**config.mk**
```make
export PLATFORM = sky130hd
export DESIGN_NAME = rfid_frame_check_and_card_match_core
export DESIGN_NICKNAME = d
export VERILOG_FILES = /design/src/hdl/rfc_pkg.sv /design/src/hdl/rfc_front.sv /design/src/hdl/rfc_fifo.sv /design/src/hdl/rfc_back.sv /design/src/hdl/rfid_frame_check_and_card_match_core.sv
export VERILOG_INCLUDE_DIRS = /design/src /design/src/hdl
export SDC_FILE = /design/constraint.sdc
export NUM_CORES = 1
export LEC_CHECK = 0
export BUFFER_PORTS_ARGS = -buffer_cell sky130_fd_sc_hd__buf_2
export CAP_MARGIN = 25
export CORE_UTILIZATION = 57
export CTS_BUF_LIST = sky130_fd_sc_hd__clkbuf_8
export CTS_CLUSTER_SIZE = 16
export DETAILED_ROUTE_END_ITERATION = 7
export PLACE_DENSITY = 0.77
export SKIP_LAST_GASP = 1
export SLEW_MARGIN = 15
export SYNTH_ARGS = -nofsm -noshare
export SYNTH_HDL_FRONTEND = slang
export SYNTH_SLANG_ARGS = --single-unit
export TNS_END_PERCENT = 10
```
**constraint.sdc**
```tcl
create_clock -name clk -period 4.7 [get_ports clk]
set_input_delay 0.47 -clock clk [delete_from_list [all_inputs] [get_ports clk]]
set_output_delay 0.47 -clock clk [all_outputs]
set_load 0.01 [all_outputs]
```
**src/hdl/rfid_frame_check_and_card_match_core_assert.svh**
```systemverilog
// assertion macros shared by the rfid frame checker modules
// all macros sample on clk and are disabled while rst_n is low
`ifndef RFID_FRAME_CHECK_AND_CARD_MATCH_CORE_ASSERT_SVH
`define RFID_FRAME_CHECK_AND_CARD_MATCH_CORE_ASSERT_SVH

// condition must never hold at a clock edge
`define RFC_ASSERT_NEVER(lbl, cond) \
  lbl: assert property (@(posedge clk) disable iff (!rst_n) !(cond)) \
    else $error("rfc assertion failed: forbidden condition");

// antecedent at one edge implies consequent at the next edge
`define RFC_ASSERT_NEXT(lbl, ante, cons) \
  lbl: assert property (@(posedge clk) disable iff (!rst_n) (ante) |=> (cons)) \
    else $error("rfc assertion failed: next-cycle implication");

`endif

```
**src/hdl/rfc_pkg.sv**
```systemverilog
package rfc_pkg;

  // frame layout
  localparam int unsigned FRAME_BYTES = 13;
  localparam int unsigned POS_W       = 4;
  localparam int unsigned LAST_POS    = FRAME_BYTES - 1;
  localparam int unsigned CHK_POS     = FRAME_BYTES - 2;
  localparam int unsigned ALLOWED_CNT = 7;
  localparam int unsigned CFG_IDX_W   = 3;

  // marker and command bytes
  localparam logic [7:0] LEN_BYTE    = 8'h0D;
  localparam logic [7:0] END_BYTE    = 8'h55;
  localparam logic [7:0] LEAVE_CMD0  = 8'h01;
  localparam logic [7:0] LEAVE_CMD2  = 8'hA6;
  localparam logic [7:0] READ_CMD0   = 8'h04;
  localparam logic [7:0] READ_CMD2   = 8'h02;

  // allowed id reset values
  localparam logic [31:0] ALLOWED_RST [ALLOWED_CNT] = '{
    32'h341105E3, 32'h540E07E3, 32'hC4FE03E3, 32'h24D189E2,
    32'h44C1EBE9, 32'h449D56EB, 32'hB4C80FE3
  };

  // frame action decided by the front end
  typedef enum logic [1:0] {
    ACT_NONE  = 2'd0,
    ACT_LEAVE = 2'd1,
    ACT_READ  = 2'd2
  } act_t;

  // event codes on the result word
  typedef enum logic [1:0] {
    EV_NONE  = 2'd0,
    EV_LEAVE = 2'd1,
    EV_REACH = 2'd2
  } ev_t;

  // classified frame passed from front to back
  typedef struct packed {
    act_t        act;
    logic [15:0] kind;
    logic [31:0] number;
  } frame_desc_t;

endpackage

```
**src/hdl/rfc_front.sv**
```systemverilog
module rfc_front (
  input  logic                clk,
  input  logic                rst_n,
  input  logic                in_valid,
  output logic                in_ready,
  input  logic [7:0]          in_rx_byte,
  output logic                push,
  output rfc_pkg::frame_desc_t push_desc,
  input  logic                full
);
  import rfc_pkg::*;

  logic [POS_W-1:0] pos_r, pos_nxt;
  logic [7:0]       xor_r, xor_nxt;
  logic [7:0]       frame_r [LAST_POS];
  logic             last_byte;
  logic             accept;
  logic             valid_frame;

  assign last_byte = (pos_r == POS_W'(LAST_POS));
  // a byte that closes a frame needs room in the queue
  assign in_ready  = !last_byte || !full;
  assign accept    = in_valid && in_ready;
  assign push      = accept && last_byte;

  // position and running checksum
  always_comb begin
    pos_nxt = pos_r;
    xor_nxt = xor_r;
    if (accept) begin
      if (last_byte) begin
        pos_nxt = '0;
        xor_nxt = '0;
      end else begin
        pos_nxt = pos_r + POS_W'(1);
        if (pos_r < POS_W'(CHK_POS)) begin
          xor_nxt = xor_r ^ in_rx_byte;
        end
      end
    end
  end

  always_ff @(posedge clk) begin
    if (!rst_n) begin
      pos_r <= '0;
      xor_r <= '0;
    end else begin
      pos_r <= pos_nxt;
      xor_r <= xor_nxt;
    end
  end

  // frame byte capture
  always_ff @(posedge clk) begin
    if (accept && !last_byte) begin
      frame_r[pos_r] <= in_rx_byte;
    end
  end

  // classify on the end byte
  assign valid_frame = (frame_r[1] == LEN_BYTE) && (in_rx_byte == END_BYTE) &&
                       (frame_r[CHK_POS] == ~xor_r);

  always_comb begin
    push_desc.kind   = {frame_r[5], frame_r[6]};
    push_desc.number = {frame_r[7], frame_r[8], frame_r[9], frame_r[10]};
    if (!valid_frame) begin
      push_desc.act = ACT_NONE;
    end else if (frame_r[0] == LEAVE_CMD0 && frame_r[2] == LEAVE_CMD2) begin
      push_desc.act = ACT_LEAVE;
    end else if (frame_r[0] == READ_CMD0 && frame_r[2] == READ_CMD2) begin
      push_desc.act = ACT_READ;
    end else begin
      push_desc.act = ACT_LEAVE;
    end
  end

endmodule

```
**src/hdl/rfc_fifo.sv**
```systemverilog
`include "rfid_frame_check_and_card_match_core_assert.svh"

module rfc_fifo #(
  parameter int unsigned DEPTH = 2
) (
  input  logic                 clk,
  input  logic                 rst_n,
  input  logic                 push,
  input  rfc_pkg::frame_desc_t push_desc,
  output logic                 full,
  input  logic                 pop,
  output rfc_pkg::frame_desc_t pop_desc,
  output logic                 not_empty
);
  import rfc_pkg::*;

  localparam int unsigned PTR_W = $clog2(DEPTH);
  localparam int unsigned CNT_W = $clog2(DEPTH + 1);

  frame_desc_t      mem_r [DEPTH];
  logic [PTR_W-1:0] wr_ptr_r, wr_ptr_nxt;
  logic [PTR_W-1:0] rd_ptr_r, rd_ptr_nxt;
  logic [CNT_W-1:0] cnt_r, cnt_nxt;

  assign full      = (cnt_r == CNT_W'(DEPTH));
  assign not_empty = (cnt_r != '0);
  assign pop_desc  = mem_r[rd_ptr_r];

  // pointer and fill count update
  always_comb begin
    wr_ptr_nxt = wr_ptr_r;
    rd_ptr_nxt = rd_ptr_r;
    cnt_nxt    = cnt_r;
    if (push) begin
      wr_ptr_nxt = (wr_ptr_r == PTR_W'(DEPTH - 1)) ? '0 : wr_ptr_r + PTR_W'(1);
    end
    if (pop) begin
      rd_ptr_nxt = (rd_ptr_r == PTR_W'(DEPTH - 1)) ? '0 : rd_ptr_r + PTR_W'(1);
    end
    if (push && !pop) begin
      cnt_nxt = cnt_r + CNT_W'(1);
    end else if (pop && !push) begin
      cnt_nxt = cnt_r - CNT_W'(1);
    end
  end

  always_ff @(posedge clk) begin
    if (!rst_n) begin
      wr_ptr_r <= '0;
      rd_ptr_r <= '0;
      cnt_r    <= '0;
    end else begin
      wr_ptr_r <= wr_ptr_nxt;
      rd_ptr_r <= rd_ptr_nxt;
      cnt_r    <= cnt_nxt;
    end
  end

  // descriptor storage
  always_ff @(posedge clk) begin
    if (push) begin
      mem_r[wr_ptr_r] <= push_desc;
    end
  end

  `RFC_ASSERT_NEVER(a_no_push_full, push && full)
  `RFC_ASSERT_NEVER(a_no_pop_empty, pop && !not_empty)
  `RFC_ASSERT_NEXT(a_cnt_up, push && !pop, cnt_r == $past(cnt_r) + CNT_W'(1))
  `RFC_ASSERT_NEXT(a_cnt_down, pop && !push, cnt_r == $past(cnt_r) - CNT_W'(1))

endmodule

```
**src/hdl/rfc_back.sv**
```systemverilog
module rfc_back (
  input  logic                          clk,
  input  logic                          rst_n,
  input  logic                          cfg_valid,
  output logic                          cfg_ready,
  input  logic [rfc_pkg::CFG_IDX_W-1:0] cfg_index,
  input  logic [31:0]                   cfg_data,
  input  logic                          desc_valid,
  input  rfc_pkg::frame_desc_t          desc,
  output logic                          pop,
  output logic                          out_valid,
  input  logic                          out_ready,
  output logic                          out_frame_valid,
  output logic [1:0]                    out_event_code,
  output logic                          out_indicator_level,
  output logic [15:0]                   out_card_kind,
  output logic [31:0]                   out_card_number
);
  import rfc_pkg::*;

  logic [31:0]  allowed_r [ALLOWED_CNT];
  logic [ALLOWED_CNT-1:0] hit;
  logic         ind_r, ind_nxt;
  logic [15:0]  kind_r, kind_nxt;
  logic [31:0]  num_r, num_nxt;
  ev_t          ev_nxt;
  logic         out_valid_r;
  logic         fv_r;
  ev_t          ev_r;

  assign cfg_ready = 1'b1;

  // allowed id registers
  always_ff @(posedge clk) begin
    if (!rst_n) begin
      for (int i = 0; i < ALLOWED_CNT; i++) begin
        allowed_r[i] <= ALLOWED_RST[i];
      end
    end else if (cfg_valid && cfg_index < CFG_IDX_W'(ALLOWED_CNT)) begin
      allowed_r[cfg_index] <= cfg_data;
    end
  end

  // id compare lanes
  always_comb begin
    for (int i = 0; i < ALLOWED_CNT; i++) begin
      hit[i] = (allowed_r[i] == desc.number);
    end
  end

  assign pop = desc_valid && (!out_valid_r || out_ready);

  // apply frame action to indicator and card latches
  always_comb begin
    ind_nxt  = ind_r;
    kind_nxt = kind_r;
    num_nxt  = num_r;
    ev_nxt   = EV_NONE;
    unique case (desc.act)
      ACT_LEAVE: begin
        ev_nxt  = EV_LEAVE;
        ind_nxt = 1'b1;
      end
      ACT_READ: begin
        kind_nxt = desc.kind;
        num_nxt  = desc.number;
        if (|hit) begin
          ev_nxt  = EV_REACH;
          ind_nxt = 1'b0;
        end
      end
      default: begin
        ev_nxt = EV_NONE;
      end
    endcase
  end

  always_ff @(posedge clk) begin
    if (!rst_n) begin
      ind_r       <= 1'b0;
      kind_r      <= '0;
      num_r       <= '0;
      out_valid_r <= 1'b0;
    end else begin
      if (pop) begin
        ind_r       <= ind_nxt;
        kind_r      <= kind_nxt;
        num_r       <= num_nxt;
        out_valid_r <= 1'b1;
      end else if (out_ready) begin
        out_valid_r <= 1'b0;
      end
    end
  end

  // result word status fields
  always_ff @(posedge clk) begin
    if (pop) begin
      fv_r <= (desc.act != ACT_NONE);
      ev_r <= ev_nxt;
    end
  end

  assign out_valid           = out_valid_r;
  assign out_frame_valid     = fv_r;
  assign out_event_code      = ev_r;
  assign out_indicator_level = ind_r;
  assign out_card_kind       = kind_r;
  assign out_card_number     = num_r;

endmodule

```
**src/hdl/rfid_frame_check_and_card_match_core.sv**
```systemverilog
// a frame is queued as its 13th byte is accepted; its result turns valid as it is popped
// throughput: one byte per cycle while in_ready is high; one result word per 13 bytes,
// set by the byte counter; the front end stalls only on a frame end byte while the
// 2-deep frame queue is full. reset (rst_n low, synchronous): byte count, checksum,
// queue, indicator and card latches clear; allowed ids return to their default values
module rfid_frame_check_and_card_match_core #(
  parameter int unsigned FIFO_DEPTH = 2
) (
  input  logic                          clk,
  input  logic                          rst_n,
  input  logic                          in_valid,
  output logic                          in_ready,
  input  logic [7:0]                    in_rx_byte,
  output logic                          out_valid,
  input  logic                          out_ready,
  output logic                          out_frame_valid,
  output logic [1:0]                    out_event_code,
  output logic                          out_indicator_level,
  output logic [15:0]                   out_card_kind,
  output logic [31:0]                   out_card_number,
  input  logic                          cfg_valid,
  output logic                          cfg_ready,
  input  logic [rfc_pkg::CFG_IDX_W-1:0] cfg_index,
  input  logic [31:0]                   cfg_data
);
  import rfc_pkg::*;

  logic        push;
  logic        full;
  logic        pop;
  logic        not_empty;
  frame_desc_t push_desc;
  frame_desc_t pop_desc;

  // byte counting and frame classification
  rfc_front u_front (
    .clk        (clk),
    .rst_n      (rst_n),
    .in_valid   (in_valid),
    .in_ready   (in_ready),
    .in_rx_byte (in_rx_byte),
    .push       (push),
    .push_desc  (push_desc),
    .full       (full)
  );

  // classified frame queue
  rfc_fifo #(
    .DEPTH (FIFO_DEPTH)
  ) u_fifo (
    .clk       (clk),
    .rst_n     (rst_n),
    .push      (push),
    .push_desc (push_desc),
    .full      (full),
    .pop       (pop),
    .pop_desc  (pop_desc),
    .not_empty (not_empty)
  );

  // id match, state update and result word
  rfc_back u_back (
    .clk                 (clk),
    .rst_n               (rst_n),
    .cfg_valid           (cfg_valid),
    .cfg_ready           (cfg_ready),
    .cfg_index           (cfg_index),
    .cfg_data            (cfg_data),
    .desc_valid          (not_empty),
    .desc                (pop_desc),
    .pop                 (pop),
    .out_valid           (out_valid),
    .out_ready           (out_ready),
    .out_frame_valid     (out_frame_valid),
    .out_event_code      (out_event_code),
    .out_indicator_level (out_indicator_level),
    .out_card_kind       (out_card_kind),
    .out_card_number     (out_card_number)
  );

endmodule
```
After elaboration in Yosys (flattened, before gate mapping)

Memories as Yosys holds them, arrays and structs flattened. A register that Yosys moved wholly into a read port is not among the register bits.
Cells that the tools add are included.

Reduce and logical (&&, ||, !) cells: 29
Equality and inequality tests: 19
Bitwise logic cells: 2
Order comparisons: 2
Add/sub/neg operators: 5
Multiplexer cells: 29

Operators by type and width:

| operator              | count |
|---|---|
| $eq A32 B32 Y1        | 7 |
| $mux W32              | 1 |
| $reduce_or A32 Y1     | 1 |
| $mux W1               | 16 |
| $mux W8               | 2 |
| $mux W2               | 6 |
| $reduce_bool A2 Y1    | 6 |
| $logic_and A1 B1 Y1   | 11 |
| $eq A8 B1 Y1 const B  | 1 |
| $eq A8 B2 Y1 const B  | 1 |
| $eq A8 B3 Y1 const B  | 1 |
| $eq A8 B4 Y1 const B  | 1 |
| $eq A8 B7 Y1 const B  | 1 |
| $eq A8 B8 Y1          | 1 |
| $eq A8 B8 Y1 const B  | 1 |
| $not A8 Y8            | 1 |
| $xor A8 B8 Y8         | 1 |
| $reduce_or A7 Y1      | 1 |
| $logic_not A1 Y1      | 5 |
| $add A4 B1 Y4 const B | 1 |
| $eq A2 B2 Y1 const B  | 2 |
| $eq A4 B4 Y1 const B  | 1 |
| $lt A4 B4 Y1 const B  | 1 |
| $mux W4               | 1 |
| 12 further kinds      | 15 |

RAM bits: 420
Input port bits: 48
Output and inout port bits: 55
Word-level logic and storage cells: 100
Memories: 3
Register bits: 69

Memories:

| name             | words | width | read ports | clocked after memory_dff | write ports | line            | RTL |
|---|---|---|---|---|---|---|---|
| u_back.allowed_r | 7     | 32    | 7          | 0                        | 7           | rfc_back.sv:21  | `logic [31:0] allowed_r [ALLOWED_CNT];` |
| u_fifo.mem_r     | 2     | 50    | 1          | 1                        | 1           | rfc_fifo.sv:20  | `frame_desc_t mem_r [DEPTH];` |
| u_front.frame_r  | 12    | 8     | 10         | 0                        | 1           | rfc_front.sv:15 | `logic [7:0] frame_r [LAST_POS];` |

Logic depth before layout (Yosys ltp)

Depth after elaboration: 9
Depth in mapped cells: 10
Gate-level depth less buffers: 10

Modules after synthesis

Synthesis repeated with hierarchy kept, for this count alone.

Cell total of the unflattened synthesis: 1507
Area, all modules: 19987.9 um2

By module, submodules not included:

| module    | seq. area each (um2) | instances | area each (um2) | cells an instance |
|---|---|---|---|---|
| rfc_back  | 7497.2               | 1         | 12819.8         | 1137 |
| rfc_fifo  | 3103.0               | 1         | 3829.9          | 178 |
| rfc_front | 2642.5               | 1         | 3338.2          | 192 |

Worst setup path before layout

Ideal clock, no wire load.

Path type: register to register
Start point: register u_front.pos_r[0]
End point: memory u_fifo.mem_r[0][0] in the netlist's numbering, enable pin
Slack: -0.440 ns
Clock period less this slack: 5.140 ns
Data arrival time: 4.619 ns
Setup time: 0.522 ns
Buffers on the path: 0
Data required time: 4.178 ns
Stages on the path, launching flop included: 7
Cells stage by stage: dfxtp_1 > inv_1 > ha_1 > nand3_1 > or3b_2 > nand2_1 > nor3_1

Cells in the longest elaborated chain, start to end: 7

RTL lines:

| item                          | line                                       | RTL |
|---|---|---|
| start: declaration            | rfc_front.sv:13                            | `logic [POS_W-1:0] pos_r, pos_nxt;` |
| start signal: assignment      | rfc_front.sv:48                            | `pos_r <= pos_nxt;` |
| $eq A4 B4 Y1                  | rfc_front.sv:20                            | `assign last_byte = (pos_r == POS_W'(LAST_POS));` |
| $logic_not A1 Y1              | rfc_front.sv:22                            | `assign in_ready = !last_byte \|\| !full;` |
| $logic_or A1 B1 Y1            | rfc_front.sv:22                            |  |
| named net in_ready            | rfid_frame_check_and_card_match_core.sv:12 | `output logic in_ready,` |
| $logic_and A1 B1 Y1           | rfc_front.sv:23                            | `assign accept = in_valid && in_ready;` |
| $logic_and A1 B1 Y1           | rfc_front.sv:24                            | `assign push = accept && last_byte;` |
| $mux W1                       | rfc_fifo.sv:61                             | `if (push) begin` |
| $mux W1 (implied by the code) | rfc_fifo.sv:62                             | `mem_r[wr_ptr_r] <= push_desc;` |
| end: declaration              | rfc_fifo.sv:20                             |  |

The timed path passes the listed nets, and every way through them passes these cells.

==> flow_summary.toml <==
[outcome]
run_status = "finished clean"

[clock_network]
ctsHoldBuffers = 0
clock_path_buffers = 3
postCtsSetupRepairBufs = 0
ctsHtreeMaxLevel = 3
clock-sinks = 474
root_buffer = "clkbuf_8"
worstSkewPairLatency_ns = 0.61
clk_pin_slew_ns = 0.06
cts_made_buffers = 76
cts_resized = 0
cts_tree = "done"

[placement]
gp_congestion = 0.944
place_hpwl_um = 35900
port_buffers = 101

[route]
num_vias = 12242
wirelength_um = 52900
first_iter_violations = 1441
wl_per_cell_um = 25.0
firstDrtPassIters = 6
ant_nets = 0
routed_via_density = 5.80
drc = 0

[finish]
num_antenna_cells = 0
drive_gt1_share_pct = 16.8
post-route-util_pct = 66.4
syn_to_final_growth_pct = 13.8
final_nets = 1655

[timing]
fin_setup_tns_ns = 0
final_hold_viol_count = 0
worstMarginPinSlew_ns = 1.13
slew_headroom_pct = 23.0
setup_violations = 0
clock_skew_ns = 0.0220
slew_violations = 0
rsz0062_at_grt = "false"
period_share_pct = 81.1
fmax_mhz = 262
period_minus_slack_ns = 3.81

[floorplan]
die_area_mm2 = 0.0353
boundaryPins = 103
start_util_pct = 58.4
rows = 67
die_h_um = 188
die_x_um = 188
core_mm2 = 0.0337

[setup_path]
worstSetupEndpoint = "u_back.out_event_code[1]"
path_class = "flip-flop to flip-flop"
cp_max_fo = 24
r2r_end = "u_back.out_event_code[1]"
ff2ff_setup_slack_ns = 0.89
crit_top_cell = "nand4_1"
cp_slowest_cell = "mux2i_2"
cp.arrival_ns = 4.28
critical_path.endpoint_type = "flip-flop"
slowest_delay_ns = 1.01
critical_path_required_ns = 5.16
cp_cell_sequence = "mux2i_2 > xnor2_1 > nor4_1 > nand4_1 > o22ai_1 > nor2_1 > nand4_1 > and2_1"
r2r_cells = 8
worstSetupStartpointType = "flip-flop"

[grt]
grt-busiest-layer = "met1"
grt_usage_pct = 30.5
grt_use_met1_pct = 44.8
antenna_found_initial = 1
grtUsageMet3_pct = 8.09
grt-ovfl-total = 0
grt_util_met2_pct = 44.5
grt_max_degree = 66
grt_first_pass_wirelength_um = 76800
grt_pass1_vias = 11941

[power_and_ir_drop]
power.density_mw_per_mm2 = 431
p_leak_nw = 8.51
p_total_w = 0.00966
ir_worst_vdd_mv = 0.330

[synth]
synth_area_per_cell_um2 = 13.6
ys_ff_latch = 474
syn-cell-area_mm2 = 0.0197
syn_nets = 1497
synthCells = 1444
yosysWarnings = 0
synth-edff-count = 375
synth_ff_type = "edfxtp_1"
async_flop_share_pct = 0
synth_cell_types = 43
yosysSeqAreaShare_pct = 67.3

[hold_path]
min_path_type = "input port to flip-flop"
worstHoldStart = "cfg_data[0]"

[flow_run]
maxCapViolCount = 0
[metrics by stage]
step,hold WS (ns),instance area [um2],worst slack [ns],std cells
6_report,0.118,22400,0.889,2112
2_1_floorplan,0.421,19700,1.09,1444
4_1_cts,0.0870,22400,1.10,2111
3_3_place_gp,0.423,20800,1.22,1970
5_1_grt,0.123,22400,0.962,2112
3_5_place_dp,0.429,20800,1.12,1971
[cell usage in the layout (no fill, tap or decap), types with 48 or more instances in the layout]
cell      Yosys  layout
edfxtp_1    375     375
inv_1        38      63
nand2_1     203     203
clkbuf_8      0      86
buf_2         3     101
xnor2_1     150     150
o211a_1      48      48
nor2_1      115     115
xor2_1       93      93
dfxtp_1      99      98
[worst max-delay path, delay by kind of cell, from the launching register on]
kind	cells	cell delay, ns
mux	1	1.01
xor+xnor	1	0.41
compound gates	1	0.19
flops	1	0.86
simple gates	5	1.19
[worst min-delay path by stage]
stage / endpoint / depth (start not counted)
final: u_back.allowed_r[6][0] / 3
after global routing: u_back.allowed_r[6][16] / 3
after CTS: u_back.allowed_r[6][0] / 3
after detailed placement: u_fifo.mem_r[1][36] / 0
after global placement: u_fifo.mem_r[1][45] / 0
after floorplan: u_fifo.mem_r[0][0] / 0
[report_power, final]
group	total, W	switching, W	internal (W)
Clock	0.00362	0.00165	0.00197
Sequential	0.00482	0.000140	0.00468
Combinational	0.00122	0.000730	0.000488
Total	0.00966	0.00252	0.00713
[layer usage]
metal | routed length [um] | part of all wire [%]
met2 | 23300 | 44
met4 | 1270 | 2.4
met3 | 5910 | 11
met1 | 22400 | 42
met5 | 13 | 0.025
[state kept, by name, summed over array words and instances, names as in the netlist, named ones only]
signal                      count
u_fifo.rd_ptr_r                 1
u_back.out_card_number         32
u_front.pos_r                   4
u_fifo.wr_ptr_r                 1
u_back.out_event_code           2
u_fifo.mem_r                  100
u_front.xor_r                   8
u_back.out_indicator_level      1
u_back.out_frame_valid          1
u_back.out_valid                1
u_fifo.cnt_r                    2
u_front.frame_r                80
u_back.out_card_kind           16
u_back.allowed_r              224
[final cells by class]
type	count	area [um2]
Tap cell	448	561
Sequential cell	474	13200
Multi-Input combinational cell	874	6060
Inverter	38	143
Clock inverter	54	382
Timing Repair Buffer	138	810
Clock buffer	86	1180
Fill cell	2470	11300
[cells by family (layout without fill, tap and decap cells)]
logic type               after synthesis  in the layout  synth area share, %
AO/OA/AOI/OAI                         85             85                 3.66
XOR/XNOR                             243            243                 10.8
adder cells (fa/ha/maj)                5              5                0.318
buffers and inverters                 96            316                 2.09
flip-flops                           474            474                 67.3
multiplexers                          49             49                 4.26
other                                  1              1               0.0191
AND/OR/NAND/NOR                      491            491                 11.5
[synthesized netlist by cell type, types with 2 or more instances]
master	number	area, um2
edfxtp_1	375	11300
nand2_1	203	762
xnor2_1	150	1310
nor2_1	115	432
dfxtp_1	99	1980
xor2_1	93	815
o211a_1	48	480
nor4_1	47	294
clkbuf_1	45	169
inv_1	38	143
nand4_1	33	206
mux2i_4	26	586
and2_1	23	144
nand3_1	23	115
nand2b_1	20	125
mux2i_1	17	170
a21boi_0	14	105
a21oi_1	9	45.0
nor2b_1	7	43.8
nor3_1	7	35.0
mux2i_2	6	82.6
o21ai_0	6	30.0
buf_1	5	18.8
ha_1	5	62.6
and3_1	4	25.0
buf_2	3	15.0
nor4b_1	3	26.3
buf_6	2	22.5
nor4bb_1	2	20.0
o22ai_1	2	12.5
or3_1	2	12.5
No activity file was read; power rests on OpenSTA's default activity.
